$ cat config.mk
export PLATFORM = sky130hd
export DESIGN_NAME = cwrq_fifo
export DESIGN_NICKNAME = d
export VERILOG_FILES = /design/src/hw/rtl/cwrq_fifo.sv
export SDC_FILE = /design/constraint.sdc
export NUM_CORES = 1
export LEC_CHECK = 0
export ABC_AREA = 1
export ABC_CLOCK_PERIOD_IN_PS = 1600
export BUFFER_PORTS_ARGS = -buffer_cell sky130_fd_sc_hd__buf_2
export CELL_PAD_IN_SITES_DETAIL_PLACEMENT = 1
export CELL_PAD_IN_SITES_GLOBAL_PLACEMENT = 2
export CORE_MARGIN = 2
export CORE_UTILIZATION = 35
export CTS_CLUSTER_DIAMETER = 60
export CTS_CLUSTER_SIZE = 16
export DETAILED_ROUTE_END_ITERATION = 8
export PLACE_DENSITY_LB_ADDON = 0.1
export SLEW_MARGIN = 10
export SYNTH_ARGS = -nofsm -noshare
export SYNTH_HDL_FRONTEND = slang
export SYNTH_SLANG_ARGS = --single-unit
$ cat constraint.sdc
create_clock -name clk -period 1.6 [get_ports clk]
set_input_delay 0.32 -clock clk [delete_from_list [all_inputs] [get_ports clk]]
set_output_delay 0.32 -clock clk [all_outputs]
set_load 0.1 [all_outputs]
$ cat src/hw/rtl/cwrq_fifo.sv
module cwrq_fifo #(
  parameter int WIDTH = 8,
  parameter int DEPTH = 2,
  localparam int AW = (DEPTH > 1) ? $clog2(DEPTH) : 1,
  localparam int CW = $clog2(DEPTH + 1)
) (
  input  logic             clk,
  input  logic             rst_n,
  input  logic             push,
  input  logic [WIDTH-1:0] push_data,
  output logic             full,
  input  logic             pop,
  output logic [WIDTH-1:0] pop_data,
  output logic             empty
);

  logic [WIDTH-1:0] slot_r [DEPTH];
  logic [AW-1:0]    wr_ptr_r, rd_ptr_r;
  logic [CW-1:0]    count_r;

  function automatic logic [AW-1:0] wrap_inc(input logic [AW-1:0] p);
    return (p == AW'(DEPTH - 1)) ? '0 : p + 1'b1;
  endfunction

  always_ff @(posedge clk) begin
    if (!rst_n) begin
      wr_ptr_r <= '0;
      rd_ptr_r <= '0;
      count_r  <= '0;
    end else begin
      if (push) begin
        wr_ptr_r <= wrap_inc(wr_ptr_r);
      end
      if (pop) begin
        rd_ptr_r <= wrap_inc(rd_ptr_r);
      end
      if (push && !pop) begin
        count_r <= count_r + 1'b1;
      end else if (pop && !push) begin
        count_r <= count_r - 1'b1;
      end
    end
  end

  always_ff @(posedge clk) begin
    if (push) begin
      slot_r[wr_ptr_r] <= push_data;
    end
  end

  assign pop_data = slot_r[rd_ptr_r];
  assign full     = (count_r == CW'(DEPTH));
  assign empty    = (count_r == '0);

endmodule

Yosys cells after proc, flatten, opt, wreduce, memory -nomap -nowiden
Memory sizes are Yosys's and may differ from the RTL's. A register that Yosys moved wholly into a read port is not among the register bits.
Cells that the tools add are included.
{"block": "word_totals", "regBits": 4, "ramBits": 16, "mem_count": 1}
{"block": "classes", "add_sub_neg": 4, "n_eq_ne": 1, "muxes": 8, "reduce_logical": 6}
{"name": "slot_r", "words": 2, "width": 8, "read_ports": 1, "rd_ports_with_merged_regs": 1, "wr": 1, "line": "17", "rtl": "logic [WIDTH-1:0] slot_r [DEPTH];"}
{"cell": "1-bit 2-to-1 mux", "n": 6}
{"cell": "2-bit 2-to-1 mux", "n": 2}
{"cell": "1-bit adder (second input constant)", "n": 2}
{"cell": "2-bit by 1-bit adder with 2-bit output (second input constant)", "n": 1}
{"cell": "2-bit equality test (second input constant)", "n": 1}
{"cell": "1-bit logical AND", "n": 2}
{"cell": "1-bit zero test", "n": 2}
{"cell": "2-bit zero test", "n": 1}
{"cell": "2-bit nonzero test", "n": 1}
{"cell": "2-bit by 1-bit subtractor with 2-bit output (second input constant)", "n": 1}

Logic depth before layout (Yosys ltp)
{"block": "logic_depth", "word_depth": 4, "ltp_mapped": 8, "ltp_nobuf": 8}

Worst setup path before layout
Ideal clock, no wire load.
{"block": "synth_path", "path_type": "reg2out", "start": "register count_r[1]", "end": "output port full", "arrival_time_ns": 1.631, "required_time_ns": 1.280, "slack_ns": -0.351, "stages_incl_launch_ff": 3, "path_buffers": 0, "cell_sequence": "dfxtp_1 > inv_1 > nor2_1"}
{"block": "synth_between", "elab_chain_cells": 1}
{"element": "start, declared", "line": "19", "rtl": "logic [CW-1:0] count_r;"}
{"element": "start signal, assigned", "line": "38", "rtl": "count_r <= count_r + 1'b1;"}
{"element": "start signal, assigned", "line": "40", "rtl": "count_r <= count_r - 1'b1;"}
{"element": "2-bit equality test", "line": "52", "rtl": "assign full = (count_r == CW'(DEPTH));"}
{"element": "end, declared", "line": "11", "rtl": "output logic full,"}
Every way passes these cells.

==> results.sh <==
export IMPL_grt_pass1_wl_um=2210
export IMPL_cts_buffer_depth=2
export IMPL_track_usage_pct=12.1
export IMPL_slew_viol_final=0
export IMPL_yosysTopAreaCell="edfxtp_1"
export IMPL_hold_path_class="in2reg"
export IMPL_holdBufCountCts=0
export IMPL_dp_cells=108
export IMPL_synth_top_area_share_pct=59.7
export IMPL_area_growth_syn_to_layout_pct=43.5
export IMPL_reg2reg_slack_ns=0.57
export IMPL_critPathRequiredTime_ns=1.28
export IMPL_synth_seq_cells=21
export IMPL_fin_crit_sh_pct=99.4
export IMPL_io_buffers=21
export IMPL_setup_viol=0
export IMPL_first_iter_violations=1
export IMPL_rsz0062_at_grt="yes"
export IMPL_insertion_delay_ns=0.30
export IMPL_crit_slowest_cell="dfxtp_2"
export IMPL_syn_nets=71
export IMPL_fin_util_pct=52.7
export IMPL_post_route_cell_area_um2=1150
export IMPL_place_hpwl_um=988
export IMPL_rr_startpoint="wr_ptr_r"
export IMPL_syn_inst=58
export IMPL_synth_area_leaders="edfxtp_1 (60%), dfxtp_1 (12%), mux2_2 (11%)"
export IMPL_p_total_mw=1.33
export IMPL_hold_end="slot_r[0][5]"
export IMPL_fin_cells=112
export IMPL_reg2reg_to="slot_r[1][0]"
export IMPL_crit_type="reg2out"
export IMPL_initial_core_util_pct=36.7
export IMPL_slew_headroom_pct=77.3
export IMPL_io_pins=22
export IMPL_antenna_found_initial=0
export IMPL_cp_cell_sequence="buf_12 > mux2_4 > buf_12"
export IMPL_cts_root_buf="clkbuf_4"
export IMPL_cpMostUsedCell="buf_12"
export IMPL_gp_congestion=0.644
export IMPL_overflow=0
export IMPL_cts_inserted_buffers=3
export IMPL_wl_um=1480
export IMPL_ant_nets=0
export IMPL_cts_tree="built"
export IMPL_hold_path_cell_count=1
export IMPL_die_width_um=51.9
export IMPL_cts_num_sinks=21
export IMPL_die_area_um2=2700
export IMPL_vias=504
export IMPL_cts_max_level=1
export IMPL_cp_arrival_ns=1.27
export IMPL_critical_path_max_fanout=8
export IMPL_r2r_cells=2
export IMPL_maxCapViolCount=0
export IMPL_synth_distinct_cells=16
export IMPL_synth_warnings=0
export IMPL_startpoint_type="flop"
export IMPL_setup_tns_ns=0
export IMPL_path_buf_inv=2
export IMPL_grt_max_degree=12
export IMPL_preCtsSetupSlack_ns=0.174
export IMPL_cp_end_kind="output pin"
export IMPL_vdd_ir_drop_max_mv=0.632
export IMPL_chipHeight_um=51.9
export IMPL_cpLargestDelayFamily="flip-flops"
export IMPL_leakagePower_nw=0.497
export IMPL_firstDrtPassIters=3
export IMPL_routedWlPerCell_um=13.2
export IMPL_skew_ns=0.00634
export IMPL_hold_worst_slack_ns=0.203
export IMPL_clkTransAtPathRegs_ns=0.11
export IMPL_layout_nets=98
export IMPL_max_freq_mhz=629
export IMPL_slowest_delay_ns=0.35
export IMPL_fillerInstances=217
export IMPL_viasPerCell=4.50
export IMPL_rows=17
export IMPL_worst_pin_slew_ns=0.341
export IMPL_status="finished, final reports clean"
export IMPL_dpl_cell_area_um2=972
export IMPL_ys_seq_area_share_pct=72.2
export IMPL_core_um2=2190
export IMPL_syn_avg_cell_area_um2=13.9
export IMPL_drive_gt1_share_pct=46.4
export IMPL_grt_pass1_vias=516
export IMPL_synth_area_um2=805
export IMPL_min_from="push_data[5]"
export IMPL_setup_slack_ns=0.00977
export IMPL_min_period_ns=1.59
export IMPL_antennaDiodeCount=0
export IMPL_drcViolationCount=0
export IMPL_powerDensity_nw_per_um2=1150
export IMPL_hold_violations=0
## layout make-up
class | count | area, um^2 | area share [%]
flip-flops and latches | 21 | 582 | 50.4
repair buffers | 23 | 258 | 22.3
multi-input cells | 27 | 220 | 19.1
well taps | 28 | 35.0 | 3.03
inverters | 9 | 33.8 | 2.93
clock buffers | 4 | 26.3 | 2.28
## where the power goes
part           internal, mW  leakage (nW)  switching (mW)
Sequential            0.624         0.192          0.0190
Clock                0.0971        0.0150           0.144
Combinational         0.161         0.290           0.288
## state kept, by name, indices dropped and copies added (netlist names), named ones only
name / count
slot_r: 16
wr_ptr_r: 1
rd_ptr_r: 1
count_r: 2
## synth_stat cells
cell	instances
dfxtp_1	5
nand2_2	1
ha_1	1
buf_2	1
inv_2	1
edfxtp_1	16
nand4_1	1
xnor2_1	1
nand3_1	1
o21ai_0	1
nor3_1	1
nor2_1	7
mux2_2	8
nand2_1	4
a21oi_1	1
inv_1	8
## worst max-delay path by stage
stage | cells past startpoint | to | slack (ns) | startpoint
2_1_floorplan | 2 | full | 0.1 | count_r[1]
3_3_place_gp | 3 | pop_data[4] | 0.20 | flop
6_report | 3 | pop_data[3] | 0.01 | flop
5_1_grt | 3 | pop_data[3] | -0.05 | flop
4_1_cts | 3 | pop_data[7] | -0.04 | flop
3_5_place_dp | 3 | pop_data[7] | 0.17 | flop
## layer usage
metal	vias up	global-route usage, %	routed length [um]
li1	249	-	-
met1	239	11.9	540
met5	-	0	0
met3	4	2.87	66
met4	0	9.21	28
met2	12	21.5	844
## cell usage in the layout, fill, tap and decap left out, types with 2 or more instances in the layout
cell type / instances
mux2_4: 8
buf_12: 9
buf_2: 11
dfxtp_1: 4
edfxtp_1: 16
nor2_2: 2
clkbuf_4: 4
inv_1: 8
buf_4: 2
nor2_1: 5
nand2_1: 4
## kinds of logic after synthesis
family	synth area share [%]
adder cells (fa/ha/maj)	1.55
buffers and inverters	4.82
multiplexers	11.2
AO/OA/AOI/OAI	1.24
AND/OR/NAND/NOR	7.93
flip-flops	72.2
XOR/XNOR	1.09
## repair_timing
action	4_1_cts	5_1_grt
endpoints found under the hold margin	0	0
gates resized for setup	18	25
setup endpoints to repair	9	9
setup buffers	0	0
Power figures use the tool's default switching activity.
