--- src/hw/rtl/cwrq_pkg.sv ---
package cwrq_pkg;

  localparam int NUM_IDS_DEF           = 4;
  localparam int QUEUE_DEPTH_DEF       = 8;
  localparam int MAX_PAYLOAD_BYTES_DEF = 64;
  localparam int NUM_ID_REGS           = 4;
  localparam int CMD_FIFO_DEPTH        = 2;

  localparam int ID_W       = 29;
  localparam int DLC_W      = 4;
  localparam int STATUS_W   = 2;
  localparam int BYTES_W    = 7;
  localparam int DATA_W     = 64;
  localparam int SLOTS_W    = 3;
  localparam int CFG_IDX_W  = 3;
  localparam int CFG_DATA_W = 29;

  localparam logic KIND_RX  = 1'b0;
  localparam logic KIND_POP = 1'b1;

  localparam logic [CFG_IDX_W-1:0] REG_ID_SLOT_0    = 3'd0;
  localparam logic [CFG_IDX_W-1:0] REG_ID_SLOT_1    = 3'd1;
  localparam logic [CFG_IDX_W-1:0] REG_ID_SLOT_2    = 3'd2;
  localparam logic [CFG_IDX_W-1:0] REG_ID_SLOT_3    = 3'd3;
  localparam logic [CFG_IDX_W-1:0] REG_SLOTS_IN_USE = 3'd4;

  typedef enum logic [STATUS_W-1:0] {
    STATUS_OK       = 2'd0,
    STATUS_EMPTY    = 2'd1,
    STATUS_UNLISTED = 2'd2
  } status_t;

  typedef enum logic [1:0] {
    BK_IDLE,
    BK_FIRST,
    BK_LOAD,
    BK_OUT
  } back_state_t;

  typedef struct packed {
    logic              kind;
    logic [ID_W-1:0]   can_id;
    logic              is_extended;
    logic [DLC_W-1:0]  dlc;
    logic [DATA_W-1:0] data_word;
    logic              beat_last;
  } in_item_t;

  typedef struct packed {
    status_t            status;
    logic [ID_W-1:0]    frame_id;
    logic               frame_extended;
    logic [DLC_W-1:0]   frame_dlc;
    logic [BYTES_W-1:0] byte_count;
    logic [DATA_W-1:0]  payload_word;
    logic               result_last;
  } out_item_t;

  typedef struct packed {
    logic [DLC_W-1:0] dlc;
    logic             ext;
    logic [ID_W-1:0]  id;
  } hdr_t;

  function automatic logic [BYTES_W-1:0] dlc_to_bytes(input logic [DLC_W-1:0] dlc);
    logic [BYTES_W-1:0] n;
    case (dlc)
      4'd9:    n = 7'd12;
      4'd10:   n = 7'd16;
      4'd11:   n = 7'd20;
      4'd12:   n = 7'd24;
      4'd13:   n = 7'd32;
      4'd14:   n = 7'd48;
      4'd15:   n = 7'd64;
      default: n = {3'b000, dlc};
    endcase
    return n;
  endfunction

endpackage

--- src/hw/rtl/cwrq_back.sv ---
module cwrq_back #(
  parameter int NUM_IDS           = cwrq_pkg::NUM_IDS_DEF,
  parameter int QUEUE_DEPTH       = cwrq_pkg::QUEUE_DEPTH_DEF,
  parameter int MAX_PAYLOAD_BYTES = cwrq_pkg::MAX_PAYLOAD_BYTES_DEF,
  localparam int BEATS   = (MAX_PAYLOAD_BYTES + 7) / 8,
  localparam int ENTRIES = NUM_IDS * QUEUE_DEPTH,
  localparam int ENT_AW  = (ENTRIES > 1) ? $clog2(ENTRIES) : 1,
  localparam int PAY_AW  = (ENTRIES * BEATS > 1) ? $clog2(ENTRIES * BEATS) : 1,
  localparam int BIDX_W  = $clog2(BEATS + 1),
  localparam int HDR_W   = BIDX_W + $bits(cwrq_pkg::hdr_t),
  localparam int CMD_W   = cwrq_pkg::STATUS_W + ENT_AW
) (
  input  logic                        clk,
  input  logic                        rst_n,
  input  logic                        cmd_valid,
  input  logic [CMD_W-1:0]            cmd_data,
  output logic                        cmd_pop,
  output logic                        busy,
  output logic                        hdr_re,
  output logic [ENT_AW-1:0]           hdr_raddr,
  input  logic [HDR_W-1:0]            hdr_rdata,
  output logic                        pay_re,
  output logic [PAY_AW-1:0]           pay_raddr,
  input  logic [cwrq_pkg::DATA_W-1:0] pay_rdata,
  output logic                        out_valid,
  input  logic                        out_stall,
  output cwrq_pkg::out_item_t         out_data
);

  localparam int BEAT_W = (BEATS > 1) ? $clog2(BEATS) : 1;

  cwrq_pkg::back_state_t state_r, state_nxt;
  logic [ENT_AW-1:0]     entry_r, entry_nxt;
  logic [BEAT_W-1:0]     k_r, k_nxt;
  cwrq_pkg::hdr_t        hdr_r, hdr_nxt;
  logic [BIDX_W-1:0]     cnt_r, cnt_nxt;
  cwrq_pkg::out_item_t   out_r, out_nxt;

  cwrq_pkg::status_t           cmd_status;
  logic [ENT_AW-1:0]           cmd_entry;
  cwrq_pkg::hdr_t              cur_hdr;
  logic [BIDX_W-1:0]           cur_cnt;
  logic [cwrq_pkg::BYTES_W-1:0] nbytes_raw, nbytes;
  logic [7:0]                  nbeats_w;
  logic [BIDX_W-1:0]           nbeats;
  logic [cwrq_pkg::DATA_W-1:0] word;
  cwrq_pkg::out_item_t         beat;
  logic [ENT_AW-1:0]           addr_entry;
  logic [BEAT_W-1:0]           addr_k;

  assign cmd_status = cwrq_pkg::status_t'(cmd_data[CMD_W-1 -: cwrq_pkg::STATUS_W]);
  assign cmd_entry  = cmd_data[ENT_AW-1:0];

  always_comb begin
    {cur_cnt, cur_hdr} = {cnt_r, hdr_r};
    if (state_r == cwrq_pkg::BK_FIRST) begin
      {cur_cnt, cur_hdr} = hdr_rdata;
    end
  end

  assign nbytes_raw = cwrq_pkg::dlc_to_bytes(cur_hdr.dlc);
  assign nbytes     = (nbytes_raw > cwrq_pkg::BYTES_W'(MAX_PAYLOAD_BYTES)) ?
                      cwrq_pkg::BYTES_W'(MAX_PAYLOAD_BYTES) : nbytes_raw;
  assign nbeats_w   = (8'(nbytes) + 8'd7) >> 3;
  assign nbeats     = (nbeats_w == 8'd0) ? BIDX_W'(1) : BIDX_W'(nbeats_w);

  always_comb begin
    word = pay_rdata;
    if (BIDX_W'(k_r) >= cur_cnt) begin
      word = '0;
    end
    for (int j = 0; j < 8; j++) begin
      if (8'({k_r, 3'b000}) + 8'(j) >= 8'(nbytes)) begin
        word[j*8 +: 8] = 8'h00;
      end
    end
  end

  always_comb begin
    beat.status         = cwrq_pkg::STATUS_OK;
    beat.frame_id       = cur_hdr.id;
    beat.frame_extended = cur_hdr.ext;
    beat.frame_dlc      = cur_hdr.dlc;
    beat.byte_count     = nbytes;
    beat.payload_word   = word;
    beat.result_last    = (BIDX_W'(k_r) + BIDX_W'(1) == nbeats);
  end

  assign addr_entry = (state_r == cwrq_pkg::BK_IDLE) ? cmd_entry : entry_r;
  assign addr_k     = (state_r == cwrq_pkg::BK_IDLE) ? '0 : k_r + 1'b1;
  assign hdr_raddr  = cmd_entry;
  assign pay_raddr  = PAY_AW'(addr_entry) * PAY_AW'(BEATS) + PAY_AW'(addr_k);

  always_comb begin
    state_nxt = state_r;
    entry_nxt = entry_r;
    k_nxt     = k_r;
    hdr_nxt   = hdr_r;
    cnt_nxt   = cnt_r;
    out_nxt   = out_r;
    cmd_pop   = 1'b0;
    hdr_re    = 1'b0;
    pay_re    = 1'b0;
    case (state_r)
      cwrq_pkg::BK_IDLE: begin
        if (cmd_valid) begin
          cmd_pop = 1'b1;
          if (cmd_status != cwrq_pkg::STATUS_OK) begin
            out_nxt             = '0;
            out_nxt.status      = cmd_status;
            out_nxt.result_last = 1'b1;
            state_nxt           = cwrq_pkg::BK_OUT;
          end else begin
            hdr_re    = 1'b1;
            pay_re    = 1'b1;
            entry_nxt = cmd_entry;
            k_nxt     = '0;
            state_nxt = cwrq_pkg::BK_FIRST;
          end
        end
      end
      cwrq_pkg::BK_FIRST: begin
        hdr_nxt   = cur_hdr;
        cnt_nxt   = cur_cnt;
        out_nxt   = beat;
        state_nxt = cwrq_pkg::BK_OUT;
      end
      cwrq_pkg::BK_LOAD: begin
        out_nxt   = beat;
        state_nxt = cwrq_pkg::BK_OUT;
      end
      cwrq_pkg::BK_OUT: begin
        if (!out_stall) begin
          if (out_r.result_last) begin
            state_nxt = cwrq_pkg::BK_IDLE;
          end else begin
            pay_re    = 1'b1;
            k_nxt     = k_r + 1'b1;
            state_nxt = cwrq_pkg::BK_LOAD;
          end
        end
      end
      default: state_nxt = cwrq_pkg::BK_IDLE;
    endcase
  end

  always_ff @(posedge clk) begin
    if (!rst_n) begin
      state_r <= cwrq_pkg::BK_IDLE;
    end else begin
      state_r <= state_nxt;
    end
  end

  always_ff @(posedge clk) begin
    entry_r <= entry_nxt;
    k_r     <= k_nxt;
    hdr_r   <= hdr_nxt;
    cnt_r   <= cnt_nxt;
    out_r   <= out_nxt;
  end

  assign busy      = (state_r != cwrq_pkg::BK_IDLE) || cmd_valid;
  assign out_valid = (state_r == cwrq_pkg::BK_OUT);
  assign out_data  = out_r;

`ifndef NO_ASSERTIONS
  a_last_to_idle: assert property (@(posedge clk) disable iff (!rst_n)
    (out_valid && !out_stall && out_r.result_last) |=> state_r == cwrq_pkg::BK_IDLE)
    else $error("Back end did not return to idle after the final beat.");

  a_next_beat: assert property (@(posedge clk) disable iff (!rst_n)
    (out_valid && !out_stall && !out_r.result_last) |=>
      (state_r == cwrq_pkg::BK_LOAD && k_r == BEAT_W'($past(k_r) + 1'b1)))
    else $error("Beat index did not advance after a non-final transfer.");

  a_status_beat: assert property (@(posedge clk) disable iff (!rst_n)
    (out_valid && out_r.status != cwrq_pkg::STATUS_OK) |->
      (out_r.result_last && out_r.payload_word == '0 && out_r.byte_count == '0))
    else $error("Status-only result carries frame data or is not final.");

  a_cmd_start: assert property (@(posedge clk) disable iff (!rst_n)
    (state_r == cwrq_pkg::BK_IDLE && cmd_valid) |=> state_r != cwrq_pkg::BK_IDLE)
    else $error("Queued pop command was not started.");
`endif

endmodule
--- config.mk ---
export PLATFORM = sky130hd
export DESIGN_NAME = cwrq_back
export DESIGN_NICKNAME = d
export VERILOG_FILES = /design/src/hw/rtl/cwrq_pkg.sv /design/src/hw/rtl/cwrq_back.sv
export SDC_FILE = /design/constraint.sdc
export NUM_CORES = 1
export LEC_CHECK = 0
export CAP_MARGIN = 5
export CORE_MARGIN = 1
export CORE_UTILIZATION = 69
export DETAILED_ROUTE_END_ITERATION = 6
export DONT_BUFFER_PORTS = 1
export PLACE_DENSITY = 0.85
export SYNTH_ARGS = -nofsm -noshare
export SYNTH_HDL_FRONTEND = slang
export SYNTH_SLANG_ARGS = --single-unit
export TNS_END_PERCENT = 20
--- constraint.sdc ---
create_clock -name clk -period 12.5 [get_ports clk]
set_clock_uncertainty 0.15 [all_clocks]
set_input_delay 2.5 -clock clk [delete_from_list [all_inputs] [get_ports clk]]
set_output_delay 2.5 -clock clk [all_outputs]
set_load 0.02 [all_outputs]
==> Word level (Yosys, flattened, before mapping) <==
Index checks and enable logic that the tools add are counted.
{ "word_totals": {"regBits": 156, "inputBits": 113, "wordCells": 101} }
{ "classes": {"add_sub_neg": 11, "order_cmp": 10, "n_eq_ne": 16, "muxes": 37, "bitwise_logic": 1, "reduce_logical": 12} }
{ "ops": {"columns": ["op", "n"], "rows": [
  ["two-way mux 108 bit", 2],
  ["case mux 108 bit (2 select lines)", 1],
  ["two-way mux 64 bit", 1],
  ["two-way mux 8 bit", 8],
  ["greater-or-equal comparator 7 bit", 7],
  ["case mux 7 bit (7 select lines)", 1],
  ["two-way mux 34 bit", 1],
  ["adder 6 x 3 -> 7 bit, second input constant", 4],
  ["== test 4 bit, second input constant", 7],
  ["two-way mux 3 bit", 5],
  ["adder 6 x 2 -> 7 bit, second input constant", 2],
  ["adder 7 x 3 -> 8 bit, second input constant", 1],
  ["adder 8 x 3 -> 8 bit", 1],
  ["zero test 8 bit", 1],
  ["two-way mux 2 bit", 4],
  ["two-way mux 4 bit", 2],
  ["!= test 2 bit, second input constant", 4],
  ["nonzero test 2 bit", 4],
  ["adder 6 x 1 -> 7 bit, second input constant", 1],
  ["greater-or-equal comparator 6 x 7 -> 1 bit", 1],
  ["> comparator 7 bit, second input constant", 1],
  ["two-way mux 1 bit", 7],
  ["two-way mux 7 bit", 1],
  ["case mux 2 bit (3 select lines)", 1],
  ["17 further kinds", 19]
]} }

==> Depth between registers and ports, before layout <==
Gate-level depths: netlist (run 1).
{ "depth": {"ltp_word": 11, "ltp_mapped": 15} }

==> Worst setup path before layout (run 1) <==
No wires, ideal clock.
{ "synth_timing": {"path_kind": "input-to-reg", "from": "input port cmd_valid", "to": "register out_r, in the netlist out_data[0], enable pin", "setup_time_ns": 0.611, "arrival_time_ns": 8.098, "required_ns": 11.739, "setup_slack_ns": 3.642, "stages": 3, "path_cell_list": "nand2b_1 o21ai_0 a21oi_1"} }
{ "synth_between": {"elab_chain_cells": 2} }
{ "synth_lines": {"columns": ["item", "line", "rtl"], "rows": [
  ["from (decl)", "cwrq_back.sv:15", "input logic cmd_valid,"],
  ["!= test 2 bit (no source line)", null, null],
  ["AND reduction 3 bit (no source line)", null, null],
  ["to (signal assigned)", "cwrq_back.sv:160", "out_r <= out_nxt;"],
  ["to (decl)", "cwrq_back.sv:37", "cwrq_pkg::out_item_t out_r, out_nxt;"]
]} }
No other way between the ends.
A chain may end at the register's enable or synchronous reset.

==> Final worst setup path (run 1) <==
{ "layout_timing": {"from": "input port cmd_data[6]", "to": "output port pay_re"} }
{ "layout_between": {"elab_chain_cells": 4} }
{ "layout_lines": {"columns": ["item", "line", "rtl"], "rows": [
  ["from (decl)", "cwrq_back.sv:16", "input logic [CMD_W-1:0] cmd_data,"],
  ["nonzero test 2 bit", "cwrq_back.sv:108", "if (cmd_status != cwrq_pkg::STATUS_OK) begin"],
  ["two-way mux 1 bit", "cwrq_back.sv:108", null],
  ["two-way mux 1 bit", "cwrq_back.sv:106", "if (cmd_valid) begin"],
  ["case mux 1 bit (2 select lines)", "cwrq_back.sv:104", "case (state_r)"],
  ["to (decl)", "cwrq_back.sv:22", "output logic pay_re,"]
]} }
No other way between the ends.

==> out/metrics.yaml, run 1 <==
status:
  status: "complete, no violations"
floorplanning:
  std_cell_rows: 37
  die_y_microns: 107
  die_x_microns: 107
  io_pins: 239
  start_util_pct: 72.4
  dieArea_sq_um: 11400
  core-area_sq_um: 10500
clock_tree:
  cts_buffers: 17
  tritoncts: "built"
  holdBufCountCts: 0
  worstSkewPairLatency_ns: 0.52
  post_cts_buffers: 0
  ctsResizeCount: 0
  path_clk_slew_ns: 0.07
  cts_sinks: 156
  clock_path_buffers: 2
  cts_root_buffer: "clkbuf_8"
  cts_htree_levels: 4
setup_path:
  startpoint_type: "input port"
  required_ns: 9.85
  worstPathCellList: "nor2_1, and2_1, o21a_1"
  critPathKind: "input port to output port"
  critPathArrivalTime_ns: 3.56
  crit_path_end_kind: "output port"
  crit_path_max_fanout: 7
  slowest_stage: "and2_1"
  crit_buf_inv: 0
  crit_family: "simple AND/OR/NAND/NOR gates"
  slowest_delay_ns: 0.48
power:
  p_sw_w: 0.000899
  vdd.ir_drop.worst_v: 0.000203
  powerDensity_nw_per_um2: 274
  pwr-share-clk_pct: 21.4
  swShare_pct: 40.3
  intPower_w: 0.00133
  power.share.sequential_pct: 53.3
  power_leakage_nw: 2.92
  finalPower_w: 0.00223
  p_comb_share_pct: 25.3
sta:
  maxSlewViolCount: 0
  tns_ns: 0
  relSlewSlack_pct: 35.0
  max_freq_mhz: 161
  fin_crit_ns: 6.21
  hold_viol_final: 0
  tightest_slew_ns: 0.976
  setup_violations: 0
  rsz0062_at_grt: "no"
  min_period_over_period_pct: 49.7
synth:
  avgSynthCellArea_sq_um: 14.2
  yosysMostFrequentCell: "edfxtp_1"
  synth_flop_cell: "edfxtp_1"
  synth-edff-count: 154
  postSynth.asyncResetShare_pct: 0
  ys_seq_area_share_pct: 61.6
  yosys_warnings: 0
  syn_nets: 658
  syn-instance-count: 533
  ys_seq_elements: 156
  syn_area_sq_um: 7570
  synthTopCellsByCount: "edfxtp_1, inv_1, nor4_2"
  yosys-top-cells-area: "edfxtp_1, nor4_2, mux2_2"
  netlist-cell-type-count: 68
  yosysTopAreaCell: "edfxtp_1"
  synth_top_area_share_pct: 61.1
min_path:
  min_path_type: "register to register"
route:
  drtIter0Drc: 454
  routed_wl_microns: 14800
  via_per_inst: 6.31
  vias: 4256
  dr.pass1.iters: 5
  drc: 0
  ant_nets: 0
  wl_per_cell_microns: 22.0
global_route:
  grt_pass1_wl_microns: 22300
  grt_max_degree: 82
  grt_pass1_vias: 4094
  grtUsageMet2_pct: 42.8
  met3_usage_pct: 9.48
  antenna_found_initial: 1
  grt.total_usage_pct: 26.6
  gr-usage-met1_pct: 33.1
  busiest_layer: "met2"
  overflow: 0
flow_run:
  timing.max_cap.violations: 0
cells_and_area:
  drive_gt1_share_pct: 25.3
  area_growth_pct: 7.60
  regArea_sq_um: 4660
  multi_input_area_sq_um: 2460
  final_nets: 649
  n_fill_cell: 596
placement:
  dpl.hpwl_microns: 10200
  io_buffers: 0
  gp_congestion: 0.869
## area by class of cell
type | count | share of cell area, %
Timing Repair Buffer | 5 | 0.461
Antenna cell | 1 | 0.0307
Clock buffer | 17 | 5.08
Inverter | 68 | 3.16
Multi-Input combinational cell | 276 | 30.2
Clock inverter | 15 | 1.72
Tap cell | 136 | 2.09
Sequential cell | 156 | 57.2
## worst paths after layout
kind                from            to  slack [ns]  depth (start not counted)
min reg2reg   state_r[1]    state_r[1]        0.39                          2
min           state_r[1]    state_r[1]        0.39                          2
max reg2reg   state_r[0]  out_data[18]        7.40                         11
max          cmd_data[6]        pay_re        6.29                          3
## registers in the layout, summed over array words and instances (netlist names)
signal	count
hdr_r	34
state_r	2
out_data	108
k_r	3
entry_r	5
cnt_r	4
## worst register-to-register path: stages, from the launching register on
cell	delay [ns]
dfxtp_1	0.46
ha_4	0.58
buf_4	0.66
mux2i_2	0.54
inv_2	0.14
a21oi_1	0.21
o21ai_1	0.13
ha_1	0.32
and2_1	0.38
nand2_1	0.45
nor4_4	0.72
nor4_2	0.08
## metrics by stage
stage	utilization (%)	hold WS, ns	cells	instance area [sq um]	setup WS [ns]
final	77.9	0.389	674	8150	6.29
after global routing	77.9	0.426	674	8150	6.22
after CTS	77.9	0.385	673	8150	6.29
after detailed placement	72.6	0.373	641	7590	6.28
after global placement	72.6	0.352	641	7590	6.36
after floorplan	-	0.338	533	7570	3.64
## power by group through the flow
| stage | Sequential, W | Clock (W) | Combinational [W] |
|---|---|---|---|
| final | 0.00119 | 0.000477 | 0.000565 |
| after CTS | 0.00119 | 0.000482 | 0.000567 |
| after floorplan | 0.00118 | 0 | 0.000480 |
| after global routing | 0.00121 | 0.000501 | 0.000619 |
| after global placement | 0.00119 | 0 | 0.000537 |
| after detailed placement | 0.00120 | 0 | 0.000563 |
## layer usage
| layer | share of wire [%] | wire, microns |
|---|---|---|
| met5 | 0 | 0 |
| met4 | 2.0 | 303 |
| met3 | 8.9 | 1320 |
| met2 | 51 | 7560 |
| met1 | 38 | 5660 |
## layout by cell type (no fill, tap or decap), types with 5 or more instances in the layout
cell type and instances:
buf_4 5, nor3_1 11, and2_1 35, clkbuf_16 16, edfxtp_1 154, ha_1 11
nor4_2 38, inv_1 65, mux2_2 32, a21oi_1 10, nor2b_1 10, nand2b_1 7
nor3_2 7, nor2_1 15, o21ai_0 12, a211oi_1 12, nand2_1 7
## cells by family after synthesis
group | after synthesis | synth area share (%)
buffers and inverters | 101 | 6.28
XOR/XNOR | 2 | 0.231
adder cells (fa/ha/maj) | 12 | 1.98
multiplexers | 43 | 6.61
AND/OR/NAND/NOR | 161 | 17.6
AO/OA/AOI/OAI | 58 | 5.72
flip-flops | 156 | 61.6
No activity file was read; power rests on OpenSTA's default activity.
==> run 2: changes to the inputs <==
--- a/config.mk
+++ b/config.mk
@@ -5,12 +5,13 @@
 export SDC_FILE = /design/constraint.sdc
 export NUM_CORES = 1
 export LEC_CHECK = 0
+export ABC_AREA = 1
 export CAP_MARGIN = 5
 export CORE_MARGIN = 1
-export CORE_UTILIZATION = 69
+export CORE_UTILIZATION = 57
 export DETAILED_ROUTE_END_ITERATION = 6
 export DONT_BUFFER_PORTS = 1
-export PLACE_DENSITY = 0.85
+export PLACE_DENSITY = 0.75
 export SYNTH_ARGS = -nofsm -noshare
 export SYNTH_HDL_FRONTEND = slang
 export SYNTH_SLANG_ARGS = --single-unit
==> constraint.sdc (replaced) <==
create_clock -name clk -period 5.1 [get_ports clk]
set_clock_uncertainty 0.15 [all_clocks]
set_input_delay 1.02 -clock clk [delete_from_list [all_inputs] [get_ports clk]]
set_output_delay 1.02 -clock clk [all_outputs]
set_load 0.02 [all_outputs]
==> out/metrics.yaml, run 2 <==
clock_tree:
  cts_sinks: 156  # unchanged
  path_clk_slew_ns: 0.06  # about the same
  holdBufCountCts: 0  # unchanged
  cts_root_buffer: "clkbuf_16"
  worstSkewPairLatency_ns: 0.41  # -0.11 ns
  tritoncts: "built"
  clock_path_buffers: 2  # unchanged
  ctsResizeCount: 0  # unchanged
  cts_htree_levels: 4  # unchanged
  post_cts_buffers: 0  # unchanged
  cts_buffers: 17  # unchanged
min_path:
  min_path_type: "register to register"
setup_path:
  critPathArrivalTime_ns: 2.08  # -1.48 ns
  required_ns: 3.93  # -5.92 ns
  crit_path_max_fanout: 12  # +5
  critPathKind: "register to output port"
  crit_path_end_kind: "output port"
  startpoint_type: "register"
sta:
  maxSlewViolCount: 0  # unchanged
  tns_ns: 0  # unchanged
  fin_crit_ns: 3.25
  max_freq_mhz: 308
  rsz0062_at_grt: "no"
  tightest_slew_ns: 1.17  # +0.198 ns
  hold_viol_final: 0  # unchanged
  setup_violations: 0  # unchanged
  min_period_over_period_pct: 63.7
  relSlewSlack_pct: 19.7  # -15 points
  holdWs_ns: 0.388  # -0.000881 ns
global_route:
  grt_max_degree: 73  # -11%
  overflow: 0  # unchanged
  grt_pass1_vias: 4120  # +0.64%
  grt.total_usage_pct: 21.4  # -5.2 points
  antenna_found_initial: 1  # unchanged
  grt_pass1_wl_microns: 20100  # -9.5%
route:
  drc: 42  # +42
  via_per_inst: 5.30  # -16%
  vias: 4173  # -2.0%
  wl_per_cell_microns: 16.1  # -27%
  drtIter0Drc: 265  # -42%
  dr.pass1.iters: 7  # +2
  routed_wl_microns: 12700  # -15%
  ant_nets: 0  # unchanged
cells_and_area:
  final_common_cell: "nand2_1"
  area_growth_pct: 11.0
  drive_gt1_share_pct: 9.80  # -16 points
  final_nets: 755  # +16%
  largest_reg_flops: 108  # unchanged
  mostFrequentLayoutCells: "nand2_1, edfxtp_1, inv_1"
synth:
  avgSynthCellArea_sq_um: 11.0  # -23%
  netlist-cell-type-count: 33  # -51%
  yosys-top-cells-area: "edfxtp_1, nand2_1, inv_1"
  yosys_warnings: 0  # unchanged
  syn_nets: 752  # +14%
  synth_top_area_share_pct: 67.2  # +6.1 points
  synth-edff-count: 154  # unchanged
  syn-instance-count: 627  # +18%
  yosysTopAreaCell: "edfxtp_1"
  yosysMostFrequentCell: "nand2_1"
  ys_seq_elements: 156  # unchanged
  syn_area_sq_um: 6880  # -9.1%
  synthTopCellsByCount: "nand2_1, edfxtp_1, inv_1"
  ys_seq_area_share_pct: 67.8  # +6.2 points
  synth_flop_cell: "edfxtp_1"
  postSynth.asyncResetShare_pct: 0  # unchanged
power:
  swShare_pct: 38.2  # -2.0 points
  vdd.ir_drop.worst_v: 0.000395  # +94%
  power_leakage_nw: 3.29  # +13%
  p_sw_w: 0.00207  # +130%
  pwr-share-clk_pct: 24.5  # +3.1 points
  powerDensity_nw_per_um2: 707  # +160%
  power.share.sequential_pct: 52.5  # -0.8 points
  p_comb_share_pct: 23.0  # -2.3 points
  intPower_w: 0.00334  # +150%
placement:
  dpl.hpwl_microns: 9200  # -10%
  gp_congestion: 0.825  # -5.0%
  io_buffers: 0  # unchanged
floorplanning:
  start_util_pct: 59.3  # -13 points
  io_pins: 239  # unchanged
  dieArea_sq_um: 12500  # +9.8%
  std_cell_rows: 39  # +5.4%
  die_x_microns: 112  # +4.8%
  die_y_microns: 112  # +4.8%
  core-area_sq_um: 11600  # +11%
status:
  status: "finished with violations"
  violations: "design-rule violations"
flow_run:
  timing.max_cap.violations: 0  # unchanged
run 2: cell count changes in the layout (fill, tap and decap cells not counted), moves of 31 or more:
cell / delta
mux2_2: -32
and2_1: -35
inv_1: +31
nand2_1: +152
nor4_2: -38
nor2_1: +68
run 2: final timing paths:
check        depth (start not counted)  slack, ns           end  startpoint
min                                  2       0.39      hdr_r[5]    hdr_r[5]
max                                  6       1.85        pay_re  state_r[1]
max reg2reg                         13       1.89  out_data[28]  state_r[0]
min reg2reg                          2       0.39      hdr_r[5]    hdr_r[5]
run 2: metrics by stage:
step           cell area, sq um  setup WS, ns  utilization (%)  std cells  power, W
2_1_floorplan              6890         0.330                -        627   0.00381
3_3_place_gp               7010          1.93             60.4        754   0.00408
3_5_place_dp               7010          1.85             60.4        754   0.00414
4_1_cts                    7640          1.83             65.8        786   0.00546
5_1_grt                    7640          1.57             65.8        787   0.00570
6_report                   7640          1.85             65.8        788   0.00540
run 2: power groups by stage:
stage	registers (W)	logic [W]	clock network, W
finish	0.00284	0.00124	0.00132
floorplan	0.00281	0.000997	0
CTS	0.00285	0.00127	0.00135
detailed placement	0.00287	0.00126	0
global placement	0.00286	0.00121	0
global route	0.00289	0.00142	0.00139
run 2: cell type report:
type	count	area, sq um
Antenna cell	2	5.00
Clock buffer	19	433
Clock inverter	13	196
Fill cell	880	3970
Inverter	98	370
Multi-Input combinational cell	353	1770
Sequential cell	156	4660
Tap cell	143	179
Timing Repair Buffer	4	30.0
run 2: cells by family after synthesis:
| group | count (synthesis) | share of synthesized area [%] |
|---|---|---|
| AOI/OAI and AO/OA | 48 | 3.64 |
| buffers and inverters | 118 | 6.94 |
| xor gates and xnor gates | 2 | 0.254 |
| DFF | 156 | 67.8 |
| and+or+nand+nor | 291 | 19.2 |
| adders and majority gates | 12 | 2.18 |
run 2: worst max-delay path, stage by stage, from the launching register on:
cell	delay, ns
dfxtp_1	0.33
inv_1	0.12
ha_1	0.46
nand2_1	0.09
inv_1	0.19
nand2_1	0.10
a21oi_1	0.38
run 2: per-layer routing:
layer / global-route usage (%) / up-vias / share of wire, %
li1: - / 2047 / -
met1: 23.6 / 1928 / 37
met2: 36.1 / 184 / 52
met3: 8.17 / 14 / 9.4
met4: 10.8 / 0 / 1.8
met5: 0 / - / 0
